[src/sv/bsf_pkg.sv]
package bsf_pkg;

	localparam int unsigned CFG_INDEX_W = 3;

	localparam logic [CFG_INDEX_W-1:0] REG_FLAG       = 3'd0;
	localparam logic [CFG_INDEX_W-1:0] REG_ESCAPE     = 3'd1;
	localparam logic [CFG_INDEX_W-1:0] REG_ESC_FLAG   = 3'd2;
	localparam logic [CFG_INDEX_W-1:0] REG_ESC_ESCAPE = 3'd3;
	localparam logic [CFG_INDEX_W-1:0] REG_ADDRESS    = 3'd4;

	localparam logic [7:0] RST_FLAG       = 8'h7e;
	localparam logic [7:0] RST_ESCAPE     = 8'h7d;
	localparam logic [7:0] RST_ESC_FLAG   = 8'h5e;
	localparam logic [7:0] RST_ESC_ESCAPE = 8'h5d;
	localparam logic [7:0] RST_ADDRESS    = 8'h03;

	localparam logic [7:0] CHECK_SEED = 8'hff;

	localparam logic [1:0] KIND_PLAIN  = 2'd0;
	localparam logic [1:0] KIND_ESCAPE = 2'd1;
	localparam logic [1:0] KIND_FLAG   = 2'd2;

	typedef struct packed {
		logic [7:0] flag_byte;
		logic [7:0] escape_byte;
		logic [7:0] escaped_flag_code;
		logic [7:0] escaped_escape_code;
		logic [7:0] address_byte;
	} cfg_t;

	typedef struct packed {
		logic [7:0] data;
		logic [1:0] data_kind;
		logic       first;
		logic       last;
		logic [7:0] ctrl;
		logic [7:0] check;
		logic [1:0] check_kind;
	} entry_t;

endpackage

[src/sv/bsf_if.sv]
interface byte_in_if;
	logic       valid;
	logic       ready;
	logic [7:0] payload_byte;
	logic       first_byte;
	logic       last_byte;
	logic [7:0] control_field;

	modport source (output valid, output payload_byte, output first_byte,
		output last_byte, output control_field, input ready);
	modport sink (input valid, input payload_byte, input first_byte,
		input last_byte, input control_field, output ready);
endinterface

interface byte_out_if;
	logic       valid;
	logic       ready;
	logic [7:0] line_byte;
	logic       run_end;
	logic       frame_end;

	modport source (output valid, output line_byte, output run_end,
		output frame_end, input ready);
	modport sink (input valid, input line_byte, input run_end,
		input frame_end, output ready);
endinterface

[src/sv/bsf_front.sv]
module bsf_front
	import bsf_pkg::*;
(
	input  logic       clk,
	input  logic       arst_n,
	input  cfg_t       cfg,
	byte_in_if.sink    payload,
	input  logic       q_full,
	output logic       push,
	output entry_t     push_entry
);

	logic [7:0] check_q;
	logic [7:0] check_new;

	function automatic logic [1:0] classify(input logic [7:0] b, input cfg_t c);
		logic [1:0] k;
		if (b == c.escape_byte)
			k = KIND_ESCAPE;
		else if (b == c.flag_byte)
			k = KIND_FLAG;
		else
			k = KIND_PLAIN;
		return k;
	endfunction

	assign payload.ready = !q_full;
	assign push          = payload.valid && !q_full;

	assign check_new = (payload.first_byte ? CHECK_SEED : check_q) ^ payload.payload_byte;

	always_comb begin
		push_entry.data       = payload.payload_byte;
		push_entry.data_kind  = classify(payload.payload_byte, cfg);
		push_entry.first      = payload.first_byte;
		push_entry.last       = payload.last_byte;
		push_entry.ctrl       = payload.control_field;
		push_entry.check      = check_new;
		push_entry.check_kind = classify(check_new, cfg);
	end

	// reseed after a closing request
	always_ff @(posedge clk or negedge arst_n) begin
		if (!arst_n) begin
			check_q <= CHECK_SEED;
		end else if (push) begin
			check_q <= payload.last_byte ? CHECK_SEED : check_new;
		end
	end

endmodule

[src/sv/bsf_queue.sv]
module bsf_queue
	import bsf_pkg::*;
#(
	parameter int unsigned DEPTH = 4
) (
	input  logic   clk,
	input  logic   arst_n,
	input  logic   push,
	input  entry_t push_entry,
	input  logic   pop,
	output logic   full,
	output logic   nonempty,
	output entry_t head
);

	localparam int unsigned PW = (DEPTH > 1) ? $clog2(DEPTH) : 1;
	localparam int unsigned CW = $clog2(DEPTH + 1);
	localparam logic [PW-1:0] LAST_PTR = PW'(DEPTH - 1);
	localparam logic [CW-1:0] FULL_CNT = CW'(DEPTH);

	entry_t        mem_q [DEPTH];
	logic [PW-1:0] wr_ptr_q;
	logic [PW-1:0] rd_ptr_q;
	logic [CW-1:0] cnt_q;

	assign full     = (cnt_q == FULL_CNT);
	assign nonempty = (cnt_q != '0);
	assign head     = mem_q[rd_ptr_q];

	always_ff @(posedge clk) begin
		if (push) begin
			mem_q[wr_ptr_q] <= push_entry;
		end
	end

	always_ff @(posedge clk or negedge arst_n) begin
		if (!arst_n) begin
			wr_ptr_q <= '0;
			rd_ptr_q <= '0;
			cnt_q    <= '0;
		end else begin
			if (push) begin
				wr_ptr_q <= (wr_ptr_q == LAST_PTR) ? '0 : wr_ptr_q + 1'b1;
			end
			if (pop) begin
				rd_ptr_q <= (rd_ptr_q == LAST_PTR) ? '0 : rd_ptr_q + 1'b1;
			end
			if (push && !pop) begin
				cnt_q <= cnt_q + 1'b1;
			end else if (pop && !push) begin
				cnt_q <= cnt_q - 1'b1;
			end
		end
	end

endmodule

[src/sv/bsf_back.sv]
module bsf_back
	import bsf_pkg::*;
(
	input  logic       clk,
	input  logic       arst_n,
	input  cfg_t       cfg,
	input  entry_t     head,
	input  logic       head_valid,
	output logic       pop,
	byte_out_if.source stream
);

	localparam logic [3:0] ST_START = 4'd0;
	localparam logic [3:0] ST_FLAG  = 4'd1;
	localparam logic [3:0] ST_ADDR  = 4'd2;
	localparam logic [3:0] ST_CTRL  = 4'd3;
	localparam logic [3:0] ST_BCC1  = 4'd4;
	localparam logic [3:0] ST_DATA  = 4'd5;
	localparam logic [3:0] ST_DATA2 = 4'd6;
	localparam logic [3:0] ST_CHK   = 4'd7;
	localparam logic [3:0] ST_CHK2  = 4'd8;
	localparam logic [3:0] ST_CLOSE = 4'd9;

	logic [3:0] st_q;
	logic [3:0] phase;
	logic [3:0] nxt;
	logic [7:0] byte_d;
	logic       fend_d;
	logic       done;
	logic       advance;

	logic       valid_q;
	logic [7:0] byte_q;
	logic       run_end_q;
	logic       frame_end_q;

	function automatic logic [7:0] code_of(input logic [1:0] k, input cfg_t c);
		return (k == KIND_ESCAPE) ? c.escaped_escape_code : c.escaped_flag_code;
	endfunction

	assign advance = head_valid && (!valid_q || stream.ready);
	assign pop     = advance && done;

	always_comb begin
		phase  = (st_q == ST_START) ? (head.first ? ST_FLAG : ST_DATA) : st_q;
		nxt    = ST_START;
		byte_d = cfg.flag_byte;
		fend_d = 1'b0;
		done   = 1'b0;
		case (phase)
			ST_FLAG: begin
				byte_d = cfg.flag_byte;
				nxt    = ST_ADDR;
			end
			ST_ADDR: begin
				byte_d = cfg.address_byte;
				nxt    = ST_CTRL;
			end
			ST_CTRL: begin
				byte_d = head.ctrl;
				nxt    = ST_BCC1;
			end
			ST_BCC1: begin
				byte_d = cfg.address_byte ^ head.ctrl;
				nxt    = ST_DATA;
			end
			ST_DATA: begin
				if (head.data_kind != KIND_PLAIN) begin
					byte_d = cfg.escape_byte;
					nxt    = ST_DATA2;
				end else begin
					byte_d = head.data;
					nxt    = ST_CHK;
					done   = !head.last;
				end
			end
			ST_DATA2: begin
				byte_d = code_of(head.data_kind, cfg);
				nxt    = ST_CHK;
				done   = !head.last;
			end
			ST_CHK: begin
				if (head.check_kind != KIND_PLAIN) begin
					byte_d = cfg.escape_byte;
					nxt    = ST_CHK2;
				end else begin
					byte_d = head.check;
					nxt    = ST_CLOSE;
				end
			end
			ST_CHK2: begin
				byte_d = code_of(head.check_kind, cfg);
				nxt    = ST_CLOSE;
			end
			ST_CLOSE: begin
				byte_d = cfg.flag_byte;
				fend_d = 1'b1;
				done   = 1'b1;
			end
			default: begin
				done = 1'b1;
			end
		endcase
	end

	always_ff @(posedge clk or negedge arst_n) begin
		if (!arst_n) begin
			st_q    <= ST_START;
			valid_q <= 1'b0;
		end else if (advance) begin
			st_q    <= done ? ST_START : nxt;
			valid_q <= 1'b1;
		end else if (stream.ready) begin
			valid_q <= 1'b0;
		end
	end

	always_ff @(posedge clk) begin
		if (advance) begin
			byte_q      <= byte_d;
			run_end_q   <= done;
			frame_end_q <= fend_d;
		end
	end

	assign stream.valid     = valid_q;
	assign stream.line_byte = byte_q;
	assign stream.run_end   = run_end_q;
	assign stream.frame_end = frame_end_q;

endmodule

[src/sv/byte_stuffing_framer.sv]
// The first line byte of a request is held in the queue, then in the output register.
// Throughput: one line byte per cycle while a request is queued and the stream is
// ready; a request yields 1 to 9 line bytes (2 for an escaped payload byte).
// The front accepts a request every cycle while the queue has room.
// Reset: asynchronous, active low; queue emptied, check reseeded to 0xff,
// configuration registers return to their defaults.
module byte_stuffing_framer
	import bsf_pkg::*;
#(
	parameter int unsigned QUEUE_DEPTH = 4
) (
	input  logic                   clk,
	input  logic                   arst_n,
	input  logic                   cfg_write,
	input  logic [CFG_INDEX_W-1:0] cfg_index,
	input  logic [7:0]             cfg_data,
	byte_in_if.sink                payload,
	byte_out_if.source             stream
);

	cfg_t   cfg_q;
	logic   q_full;
	logic   q_nonempty;
	logic   push;
	logic   pop;
	entry_t push_entry;
	entry_t head;

	always_ff @(posedge clk or negedge arst_n) begin
		if (!arst_n) begin
			cfg_q.flag_byte           <= RST_FLAG;
			cfg_q.escape_byte         <= RST_ESCAPE;
			cfg_q.escaped_flag_code   <= RST_ESC_FLAG;
			cfg_q.escaped_escape_code <= RST_ESC_ESCAPE;
			cfg_q.address_byte        <= RST_ADDRESS;
		end else if (cfg_write) begin
			case (cfg_index)
				REG_FLAG:       cfg_q.flag_byte           <= cfg_data;
				REG_ESCAPE:     cfg_q.escape_byte         <= cfg_data;
				REG_ESC_FLAG:   cfg_q.escaped_flag_code   <= cfg_data;
				REG_ESC_ESCAPE: cfg_q.escaped_escape_code <= cfg_data;
				REG_ADDRESS:    cfg_q.address_byte        <= cfg_data;
				default: begin
				end
			endcase
		end
	end

	bsf_front u_front (
		.clk        (clk),
		.arst_n     (arst_n),
		.cfg        (cfg_q),
		.payload    (payload),
		.q_full     (q_full),
		.push       (push),
		.push_entry (push_entry)
	);

	bsf_queue #(
		.DEPTH (QUEUE_DEPTH)
	) u_queue (
		.clk        (clk),
		.arst_n     (arst_n),
		.push       (push),
		.push_entry (push_entry),
		.pop        (pop),
		.full       (q_full),
		.nonempty   (q_nonempty),
		.head       (head)
	);

	bsf_back u_back (
		.clk        (clk),
		.arst_n     (arst_n),
		.cfg        (cfg_q),
		.head       (head),
		.head_valid (q_nonempty),
		.pop        (pop),
		.stream     (stream)
	);

endmodule
[src/flat_wrapper.sv]
// flat-port wrapper written by rule: the top's interface ports become plain ports
module byte_stuffing_framer_flat import bsf_pkg::*;
#(
	parameter int unsigned QUEUE_DEPTH = 4
)
  (clk, arst_n, cfg_write, cfg_index, cfg_data, payload_valid, payload_payload_byte, payload_first_byte, payload_last_byte, payload_control_field, payload_ready, stream_valid, stream_line_byte, stream_run_end, stream_frame_end, stream_ready);
  byte_in_if payload_i ();
  byte_out_if stream_i ();
  input  logic clk;
  input  logic arst_n;
  input  logic cfg_write;
  input  logic [CFG_INDEX_W-1:0] cfg_index;
  input  logic [7:0] cfg_data;
  input wire logic [$bits(payload_i.valid)-1:0] payload_valid;
  input wire logic [$bits(payload_i.payload_byte)-1:0] payload_payload_byte;
  input wire logic [$bits(payload_i.first_byte)-1:0] payload_first_byte;
  input wire logic [$bits(payload_i.last_byte)-1:0] payload_last_byte;
  input wire logic [$bits(payload_i.control_field)-1:0] payload_control_field;
  output wire logic [$bits(payload_i.ready)-1:0] payload_ready;
  output wire logic [$bits(stream_i.valid)-1:0] stream_valid;
  output wire logic [$bits(stream_i.line_byte)-1:0] stream_line_byte;
  output wire logic [$bits(stream_i.run_end)-1:0] stream_run_end;
  output wire logic [$bits(stream_i.frame_end)-1:0] stream_frame_end;
  input wire logic [$bits(stream_i.ready)-1:0] stream_ready;
  assign payload_i.valid = payload_valid;
  assign payload_i.payload_byte = payload_payload_byte;
  assign payload_i.first_byte = payload_first_byte;
  assign payload_i.last_byte = payload_last_byte;
  assign payload_i.control_field = payload_control_field;
  assign payload_ready = payload_i.ready;
  assign stream_valid = stream_i.valid;
  assign stream_line_byte = stream_i.line_byte;
  assign stream_run_end = stream_i.run_end;
  assign stream_frame_end = stream_i.frame_end;
  assign stream_i.ready = stream_ready;
  byte_stuffing_framer #(.QUEUE_DEPTH(QUEUE_DEPTH)) u_core (.clk(clk), .arst_n(arst_n), .cfg_write(cfg_write), .cfg_index(cfg_index), .cfg_data(cfg_data), .payload(payload_i), .stream(stream_i));
endmodule
[config.mk]
export PLATFORM = sky130hd
export DESIGN_NAME = byte_stuffing_framer_flat
export DESIGN_NICKNAME = d
export VERILOG_FILES = /design/src/sv/bsf_pkg.sv /design/src/sv/bsf_if.sv /design/src/sv/bsf_front.sv /design/src/sv/bsf_queue.sv /design/src/sv/bsf_back.sv /design/src/sv/byte_stuffing_framer.sv /design/src/flat_wrapper.sv
export SDC_FILE = /design/constraint.sdc
export NUM_CORES = 1
export LEC_CHECK = 0
export ABC_AREA = 1
export BUFFER_PORTS_ARGS = -buffer_cell sky130_fd_sc_hd__buf_4
export CORE_MARGIN = 1.5
export CORE_UTILIZATION = 55
export DETAILED_ROUTE_END_ITERATION = 12
export PLACE_DENSITY = 0.75
export SLEW_MARGIN = 40
export SYNTH_ARGS = -nofsm -noshare
export SYNTH_HDL_FRONTEND = slang
export SYNTH_SLANG_ARGS = --single-unit
[constraint.sdc]
create_clock -name clk -period 2.48 [get_ports clk]
set_input_delay 0.124 -clock clk [delete_from_list [all_inputs] [get_ports clk]]
set_output_delay 0.124 -clock clk [all_outputs]
set_load 0.005 [all_outputs]
# Word-level counts from Yosys, hierarchy flattened
# Memories as Yosys holds them, arrays and structs flattened.
# Cells that the tools add are included.
# totals
reg_bits,70
latchBits,0
ramBits,120
romBits,0
wordCells,95
mem_count,1
# memory_table
name,depth,width,read_ports,rd_clocked_by_memory_dff,wr,line_no,text
u_core.u_queue.mem_q,4,30,1,0,1,bsf_queue.sv:21,entry_t mem_q [DEPTH];
# classes
addsub,4
multipliers,0
div,0
order_cmp,0
n_eq_ne,22
shift,0
mux,28
bitwise_logic,2
reduce_logical,24
# ops
cell,count
8-bit case mux with 7 select lines,1
8-bit two-way mux,6
8-bit == test,4
4-bit case mux with 8 select lines,1
4-bit by 3-bit == test with 1-bit output (second input constant),4
8-bit XOR,2
2-bit two-way mux,6
2-bit AND reduction,5
3-bit two-way mux,3
4-bit by 2-bit == test with 1-bit output (second input constant),2
4-bit == test (second input constant),2
1-bit two-way mux,8
4-bit two-way mux,2
2-bit nonzero test,4
3-bit by 2-bit == test with 1-bit output (second input constant),2
3-bit == test (second input constant),2
6-bit OR reduction,1
1-bit logical AND,5
1-bit logical NOT,5
2-bit by 1-bit adder with 2-bit output (second input constant),2
2-bit by 1-bit == test with 1-bit output (second input constant),2
2-bit == test (second input constant),2
4-bit by 1-bit == test with 1-bit output (second input constant),1
4-bit logical NOT,1
other kinds (7),7

# Depth between registers and ports, before layout
# Gate-level depths: netlist of the first run.
# An unclocked memory read counts as a cell.
# logic_depth
depth_word,10
depth_mapped,17
mapped_depth_nobuf,15

# By module
# From an unflattened synthesis of the first run, not the netlist that was laid out.
# hier_totals
hier_cells,1087
hier_area_um2,9924.5
# modules_own_cells
mod,instances,cells_each,area_each_um2,seq_area_each_um2
bsf_queue,1,403,5227.5,3778.6
bsf_back,1,272,1721.7,425.4
byte_stuffing_framer,1,182,1687.9,1031.0
bsf_front,1,230,1287.5,210.2

# Least setup slack after synthesis of the first run
# Ideal clock, no wire load.
# synth_timing
kind,reg2reg
start,register u_core.u_queue.cnt_q[0]
end,memory u_core.u_queue.mem_q[0][0] (netlist bit) (enable)
setup_ps,417
arrival_ps,1974
setup_slack_ps,89
path_stages_with_launch,5
synth_period_minus_slack_ps,2391
path_cell_list,dfrtp_1 inv_1 nand3_1 nand2_1 nor2_1
# synth_between
elab_chain_len,5
# synth_rtl
item,line_no,text
"start, declared",bsf_queue.sv:24,logic [CW-1:0] cnt_q;
"start signal, assigned",bsf_queue.sv:49,cnt_q <= cnt_q + 1'b1;
"start signal, assigned",bsf_queue.sv:51,cnt_q <= cnt_q - 1'b1;
3-bit == test,bsf_queue.sv:26,assign full = (cnt_q == FULL_CNT);
1-bit logical NOT,n/a,
via payload_ready,flat_wrapper.sv:19,output wire logic [$bits(payload_i.ready)-1:0] payload_ready;
1-bit logical AND,bsf_front.sv:28,assign push = payload.valid && !q_full;
1-bit two-way mux,bsf_queue.sv:31,if (push) begin
1-bit two-way mux (implied by the code),bsf_queue.sv:32,mem_q[wr_ptr_q] <= push_entry;
"end, declared",bsf_queue.sv:21,
# The timed path passes the listed nets, and every way through them passes these cells.

# Worst setup path after layout of the first run
# layout_timing
start,register u_core.u_queue.rd_ptr_q[0]
end,register u_core.u_queue.cnt_q[2]
# layout_between
elab_chain_len,10
# layout_rtl
item,line_no,text
"start, declared",bsf_queue.sv:23,logic [PW-1:0] rd_ptr_q;
"start signal, assigned",bsf_queue.sv:46,rd_ptr_q <= (rd_ptr_q == LAST_PTR) ? '0 : rd_ptr_q + 1'b1;
memory read 4 x 30 bit *,n/a,
3-bit two-way mux,bsf_back.sv:45,phase = (st_q == ST_START) ? (head.first ? ST_FLAG : ST_DATA) : st_q;
4-bit two-way mux,bsf_back.sv:45,
4-bit by 3-bit == test with 1-bit output (tied with other cells),bsf_back.sv:50,case (phase)
6-bit OR reduction (no line),n/a,
1-bit case mux with 3 select lines *,bsf_back.sv:50,
via u_core.u_back.done,bsf_back.sv:29,logic done;
1-bit logical AND *,bsf_back.sv:42,assign pop = advance && done;
1-bit logical NOT,bsf_queue.sv:48,if (push && !pop) begin
1-bit logical AND,bsf_queue.sv:48,
3-bit two-way mux or 2-bit nonzero test (tied branches),n/a,
# Mark *: on every way through the listed nets, which the timed path passes. The rest lies on a longest branch.
# A chain may end at the register's enable or synchronous reset.

==> results.md, run 1 <==
* Most frequent cells in the layout: 266 x nand2_1, 130 x edfxtp_1, 127 x nand3_1
* Net total in the final layout at 1059
* Clock-pin slew on the worst setup and hold paths at 0.07 ns
* Drt via density at between 5 and 6
* Ant diodes at 0
* Crit path DAT at 2.70 ns
* Synth Flop Type: edfxtp_1
* Initial antenna violation count at 0
* Die height at 132.0 µm
* Ports at 46
* First-pass GRT wire length at 35850 µm
* Highest ir drop seen on vdd at 0.001117 V
* Max H-tree Level at 4
* RD Place Congestion at 0.9290
* Yosys cell types at 38
* Hold Slack at 0.03056 ns
* Syn Nets at around 1000
* Vias in the first global route at 6581
* Routed Antenna Nets at 0
* Final wirelength at approximately 23000 µm
* Final setup viols at 0
* # rows at 46
* Worst hold path class: primary input to flop
* Die ar. at 17410 µm²
* Largest net degree at the start of global routing at 61
* Total grt overflow at 0
* Starting DRT DRC Count at 516
* Layer with the highest usage: met2
* Req. time, crit path at 2.79 ns
* Met2 Use GR at 0.4424
* Max clock buf depth at 2
* Core area at 16060 µm²
* Max-cap violations at 0
* GR met1 Demand/Resource at 0.3645
* Rel. slew slack at 0.5864
* F_max at 0.4194 GHz
* Number of instances in the synthesized netlist at 937
* Yosys warns at 0
* Min Tclk post-route at 2.384 ns
* TritonCTS clock tree: yes
* Hpwl dp at ~16000 µm
* Final Non-Filler Cells at 1247
* Crit path kind: flop to flop
* Synthesized flop and latch total at 190
* Met3 Use GR at 0.05690
* Sequential share of the synthesized area at 0.5953
* Netlist Area Pre-Place at about 9100 µm²
* Status: completed
* Final Hold Viols at 0
* Die X at 132.0 µm
* Clk_lat worst skew at 0.44 ns
* CTS buffer count at 17
* Area of the multi-input gates at 3176 µm²
* Layout cells sized above 1 at 0.1785
* Filler instances at between 1k and 1.5k
* Leak at 4.506 nW
* CTS Root Cell: clkbuf_16
* Syn Area/Cell at 9.761 µm²
* Crit. End Element: flop
* Pwr per Cell Area at between 1000 and 1500 nW/µm²
* Layout Skew at 0.01367 ns
* Port Buffers at 45
* Commonest non-fill, non-tap cell in the layout: nand2_1
* Tcrit/Tclk final at 0.9613
* Worst-margin pin slew at between 0.6 and 0.7 ns
* Final-report max-slew violation count at 0
* Critical Path Fanout Max at 13
* DRC viols at 0
* Post-synth EDFFs at 130
* Async SR Flop Fraction at 0.3158
* Clock Sinks at 190
* Wire per inst at roughly 18 µm
* Post-Place Cells at 1195
* DR vias at 6807
* Drt pass-1 iters at 5
* Initial core utilization at 0.5696
* Area growth from synthesis to layout at 16.51%
* GRT Total Usage at 0.2734
* FF+latch area at around 5400 µm²
* Worst Setup Start Kind: flop
* Finished Core Util at 0.6636
* Design Power at 0.01242 W
-- registers in the layout (all words and copies together) (netlist names) --
register                        cells
u_core.u_back.stream.run_end        1
u_core.u_front.check_q              8
u_core.u_queue.mem_q              120
u_core.u_queue.cnt_q                3
u_core.u_back.st_q                  4
u_core.cfg_q                       40
u_core.u_back.stream.line_byte      8
u_core.u_queue.wr_ptr_q             2
u_core.u_back.stream.valid          1
u_core.u_back.stream.frame_end      1
u_core.u_queue.rd_ptr_q             2
-- power by group --
part | internal (W) | leakage [nW] | switching [W] | total (W)
combinational | 0.00167 | 2.33 | 0.00330 | 0.00496
clock | 0.00137 | 0.295 | 0.00135 | 0.00271
sequential | 0.00434 | 1.89 | 0.000407 | 0.00474
total | 0.00737 | 4.51 | 0.00505 | 0.0124
-- critical path, stage by stage (launching register included) --
cell	delay (ns)
dfrtp_2	0.46
buf_6	0.18
nand2_1	0.10
nand3_4	0.12
nand2_8	0.07
nand2_8	0.05
nor2_2	0.04
nand4_2	0.08
nand3_4	0.09
nand2_4	0.08
ha_1	0.15
inv_2	0.05
fa_1	0.37
a21oi_1	0.14
o21ai_0	0.12
xor2_1	0.17
-- worst paths after layout --
check / start / depth (start not counted) / slack, ns / to
max: u_core.u_queue.rd_ptr_q[0] / 15 / 0.1 / u_core.u_queue.cnt_q[2]
min: payload_first_byte / 1 / 0.03 / u_core.u_queue.mem_q[0][19]
max reg2reg: u_core.u_queue.rd_ptr_q[0] / 15 / 0.1 / u_core.u_queue.cnt_q[2]
min reg2reg: u_core.cfg_q[21] / 2 / 0.49 / u_core.cfg_q[21]
max in group asynchronous: arst_n / 2 / 1.82 / u_core.u_queue.rd_ptr_q[1]
min in group asynchronous: arst_n / 2 / 0.22 / u_core.cfg_q[39]
-- through the flow --
stage	setup WS (ns)	area (µm²)	setup TNS [ns]
after floorplan	0.08871	9146	0
after global placement	0.1160	9836	0
after detailed placement	0.09064	9836	0
after CTS	0.08958	10630	0
after global routing	-0.004210	10660	-0.006954
final	0.09591	10660	0
-- routing by layer --
metal / up-vias / part of all wire
met5: - / 0
met4: 0 / 0.028
met3: 31 / 0.064
met2: 202 / 0.49
met1: 3282 / 0.42
li1: 3292 / -
-- timing repair --
action | 4_1_cts | 5_1_grt
resized for setup | 0 | 7
hold endpoints to repair | 97 | 0
setup buffers | 0 | 1
setup endpoints to repair | 0 | 3
hold buffers | 19 | 0
-- synthesized netlist by cell type, types with 2 or more instances --
| library cell | n | share of area |
|---|---|---|
| nand2_4 | 5 | 0.0062 |
| clkinv_1 | 2 | 0.00082 |
| o21ai_1 | 15 | 0.0082 |
| dfrtp_1 | 28 | 0.077 |
| xnor2_1 | 25 | 0.024 |
| buf_6 | 8 | 0.0098 |
| xor2_1 | 16 | 0.015 |
| o21ai_0 | 51 | 0.028 |
| nand3_1 | 128 | 0.070 |
| ha_1 | 6 | 0.0082 |
| nand3_4 | 2 | 0.0038 |
| nor2_2 | 2 | 0.0014 |
| clkbuf_1 | 9 | 0.0037 |
| o221ai_1 | 7 | 0.0067 |
| nand3_2 | 5 | 0.0055 |
| a21oi_2 | 4 | 0.0038 |
| a21oi_1 | 15 | 0.0082 |
| nor3_1 | 2 | 0.0011 |
| nand2_1 | 266 | 0.11 |
| nand4_1 | 7 | 0.0048 |
| nor4_1 | 2 | 0.0014 |
| nand2_8 | 2 | 0.0044 |
| edfxtp_1 | 130 | 0.43 |
| inv_4 | 2 | 0.0014 |
| buf_2 | 13 | 0.0071 |
| dfstp_2 | 32 | 0.092 |
| nand2_2 | 4 | 0.0027 |
| nand4_2 | 4 | 0.0055 |
| inv_2 | 5 | 0.0021 |
| nor2_1 | 49 | 0.020 |
| inv_1 | 84 | 0.034 |
-- cells by family after synthesis --
family                   count (synthesis)  synth area share
AO/OA/AOI/OAI                           96           0.05800
flip-flops                             190            0.5953
buffers and inverters                  124           0.06019
adder cells (fa/ha/maj)                  7           0.01040
AND/OR/NAND/NOR                        479            0.2368
XOR/XNOR                                41           0.03926
-- area by class of cell --
| type | instances | share of cell area |
|---|---|---|
| Clock buffer | 17 | 0.03992 |
| Timing Repair Buffer | 93 | 0.07538 |
| Sequential cell | 190 | 0.5113 |
| Tap cell | 216 | 0.02536 |
| Clock inverter | 15 | 0.01656 |
| Multi-Input combinational cell | 623 | 0.2980 |
| Inverter | 93 | 0.03346 |
Note: power is estimated with default switching activity, not from simulation.
==> inputs of run 2 (changes only) <==
- CORE_ASPECT_RATIO: unset -> 1.5
==> results.md, run 2 (same netlist as run 1, synthesis figures left out) <==
* First-pass GRT wire length at 37220 µm (+3.8%)
* Core area at 16260 µm² (+1.3%)
* Clock-pin slew on the worst setup and hold paths at 0.08 ns (about the same)
* Tcrit/Tclk final at 0.9410 (-0.02030)
* Rel. slew slack at 0.5391 (-0.04728)
* # rows at 57 (+24%)
* Drt pass-1 iters at 5 (unchanged)
* Max clock buf depth at 2 (unchanged)
* Layout Skew at 0.01359 ns (-0.00008450 ns)
* Largest Register: u_core.u_queue.mem_q
* Final setup viols at 0 (unchanged)
* DRC viols at 0 (unchanged)
* Max H-tree Level at 4 (unchanged)
* Pwr per Cell Area at 1178 nW/µm² (+1.0%)
* Commonest non-fill, non-tap cell in the layout: nand2_1
* Worst Setup Start Kind: flop
* Total grt overflow at 0 (unchanged)
* R2R Path Start: u_core.u_queue.rd_ptr_q[0]
* Routed Antenna Nets at 0 (unchanged)
* RD Place Congestion at 0.9556 (+2.9%)
* TritonCTS clock tree: yes
* Initial antenna violation count at 0 (unchanged)
* Crit path from: u_core.u_queue.rd_ptr_q[0]
* DR vias at 6995 (+2.8%)
* Ports at 46 (unchanged)
* Ant diodes at 0 (unchanged)
* Filler instances at 1299 (+5.5%)
* Layout cells sized above 1 at 0.1741 (-0.004343)
* F_max at 0.4285 GHz (+2.2%)
* Final-report max-slew violation count at 0 (unchanged)
* Critical Path Fanout Max at 6 (-7)
* Req. time, crit path at 2.80 ns (about the same)
* Clk_lat worst skew at 0.44 ns (about the same)
* Post-Place Cells at 1180 (-1.3%)
* Hpwl dp at 16690 µm (+4.4%)
* CTS Root Cell: clkbuf_16
* Max-cap violations at 0 (unchanged)
* Worst hold path class: primary input to flop
* Most frequent cells in the layout: 266 x nand2_1, 130 x edfxtp_1, 127 x nand3_1
* Net total in the final layout at 1056 (-0.28%)
* Initial core utilization at 0.5625 (-0.007100)
* Largest net degree at the start of global routing at 61 (unchanged)
* Final Non-Filler Cells at 1234 (-1.0%)
* CTS buffer count at 17 (unchanged)
* Die X at 108.3 µm (-18%)
* Highest ir drop seen on vdd at 0.0006682 V (-40%)
* Worst-margin pin slew at 0.6864 ns (+0.07041 ns)
* Crit path DAT at 2.65 ns (-0.05 ns)
* Min Tclk post-route at 2.334 ns (-0.05034 ns)
* Final wirelength at 24060 µm (+5.7%)
* Crit. End Element: flop
* Wire per inst at 19.50 µm (+6.8%)
* Largest registers: u_core.u_queue.mem_q: 120 flops, u_core.cfg_q: 40 flops
* Clock Sinks at 190 (unchanged)
* Die height at 160.9 µm (+22%)
* Final Hold Viols at 0 (unchanged)
* Leak at 4.504 nW (about the same)
* Starting DRT DRC Count at 614 (+19%)
* Vias in the first global route at 6923 (+5.2%)
* Port Buffers at 45 (unchanged)
* Area of the multi-input gates at 3176 µm² (unchanged)
* GRT Total Usage at 0.2923 (+0.01888)
* Status: completed
* Finished Core Util at 0.6550 (-0.008657)
* FF+latch area at 5448 µm² (about the same)
* Drt via density at 5.669 (+3.8%)
* Max FFs per register at 120 (unchanged)
* Hold Crit Start: payload_first_byte
* Die ar. at 17430 µm² (about the same)
* Crit path kind: flop to flop
* Area growth from synthesis to layout at 16.44% (about the same)
==> run 2: cell types whose count changed in the layout (fill, tap and decap cells not counted), sizes merged <==
cell      delta
buf          -3
bufinv       +1
clkinv       -2
clkinvlp     +1
==> run 2: metrics by stage <==
stage	hold slack [ns]	setup TNS (ns)	setup WS (ns)	total power, W	cell area, µm²
detailed placement	0.2419	0	0.1023	0.009611	9786
floorplan	-0.1716	0	0.08871	0.008037	9146
CTS	0.02834	0	0.09869	0.01247	10600
finish	0.04538	0	0.1463	0.01254	10650
global route	0.03467	-0.002800	-0.002800	0.01326	10650
global placement	0.2337	0	0.1149	0.009521	9786
==> run 2: worst max-delay path: stages, from the launching register on <==
cell and delay, ns:
dfrtp_2 0.44, buf_4 0.17, nand2_1 0.07, nand3_2 0.08
nand2_2 0.11, nand2_8 0.09, nor2_2 0.04, nand4_2 0.08
nand3_4 0.09, nand2_4 0.08, ha_1 0.13, inv_1 0.06
fa_1 0.38, a21oi_1 0.14, o21ai_0 0.11, xor2_1 0.15
==> run 2: routing by layer <==
metal | global-route usage | up-vias | part of all wire
li1 | - | 3284 | -
met1 | 0.3478 | 3370 | 0.37
met2 | 0.4848 | 269 | 0.52
met3 | 0.04424 | 72 | 0.050
met4 | 0.1962 | 0 | 0.065
met5 | 0 | - | 0
==> run 2: power by group <==
group | leakage, nW | switching, W | internal [W]
clock network | 0.302 | 0.00136 | 0.00148
logic | 2.31 | 0.00329 | 0.00165
registers | 1.89 | 0.000427 | 0.00434
==> run 2: worst paths after layout <==
kind | endpoint | slack [ns] | cells past startpoint
min | u_core.u_queue.mem_q[3][19] | 0.05 | 1
max | u_core.u_queue.cnt_q[2] | 0.15 | 15
min reg2reg | u_core.cfg_q[15] | 0.49 | 2
max reg2reg | u_core.u_queue.cnt_q[2] | 0.15 | 15
min in group asynchronous | u_core.u_queue.cnt_q[2] | 0.22 | 2
max in group asynchronous | u_core.u_queue.rd_ptr_q[0] | 1.85 | 2
==> run 2: timing repair <==
action	CTS	global route
hold buffers	19	0
setup buffers	0	3
hold endpoints to repair	97	0
gates resized for setup	0	10
setup endpoints to repair	0	10
==> run 2: cell type report <==
class	count	area share
well taps	206	0.02420
multi-input cells	623	0.2982
clock buffers	17	0.03994
repair buffers	90	0.07401
inverters	93	0.03325
clock inverters	15	0.01891
flip-flops and latches	190	0.5115
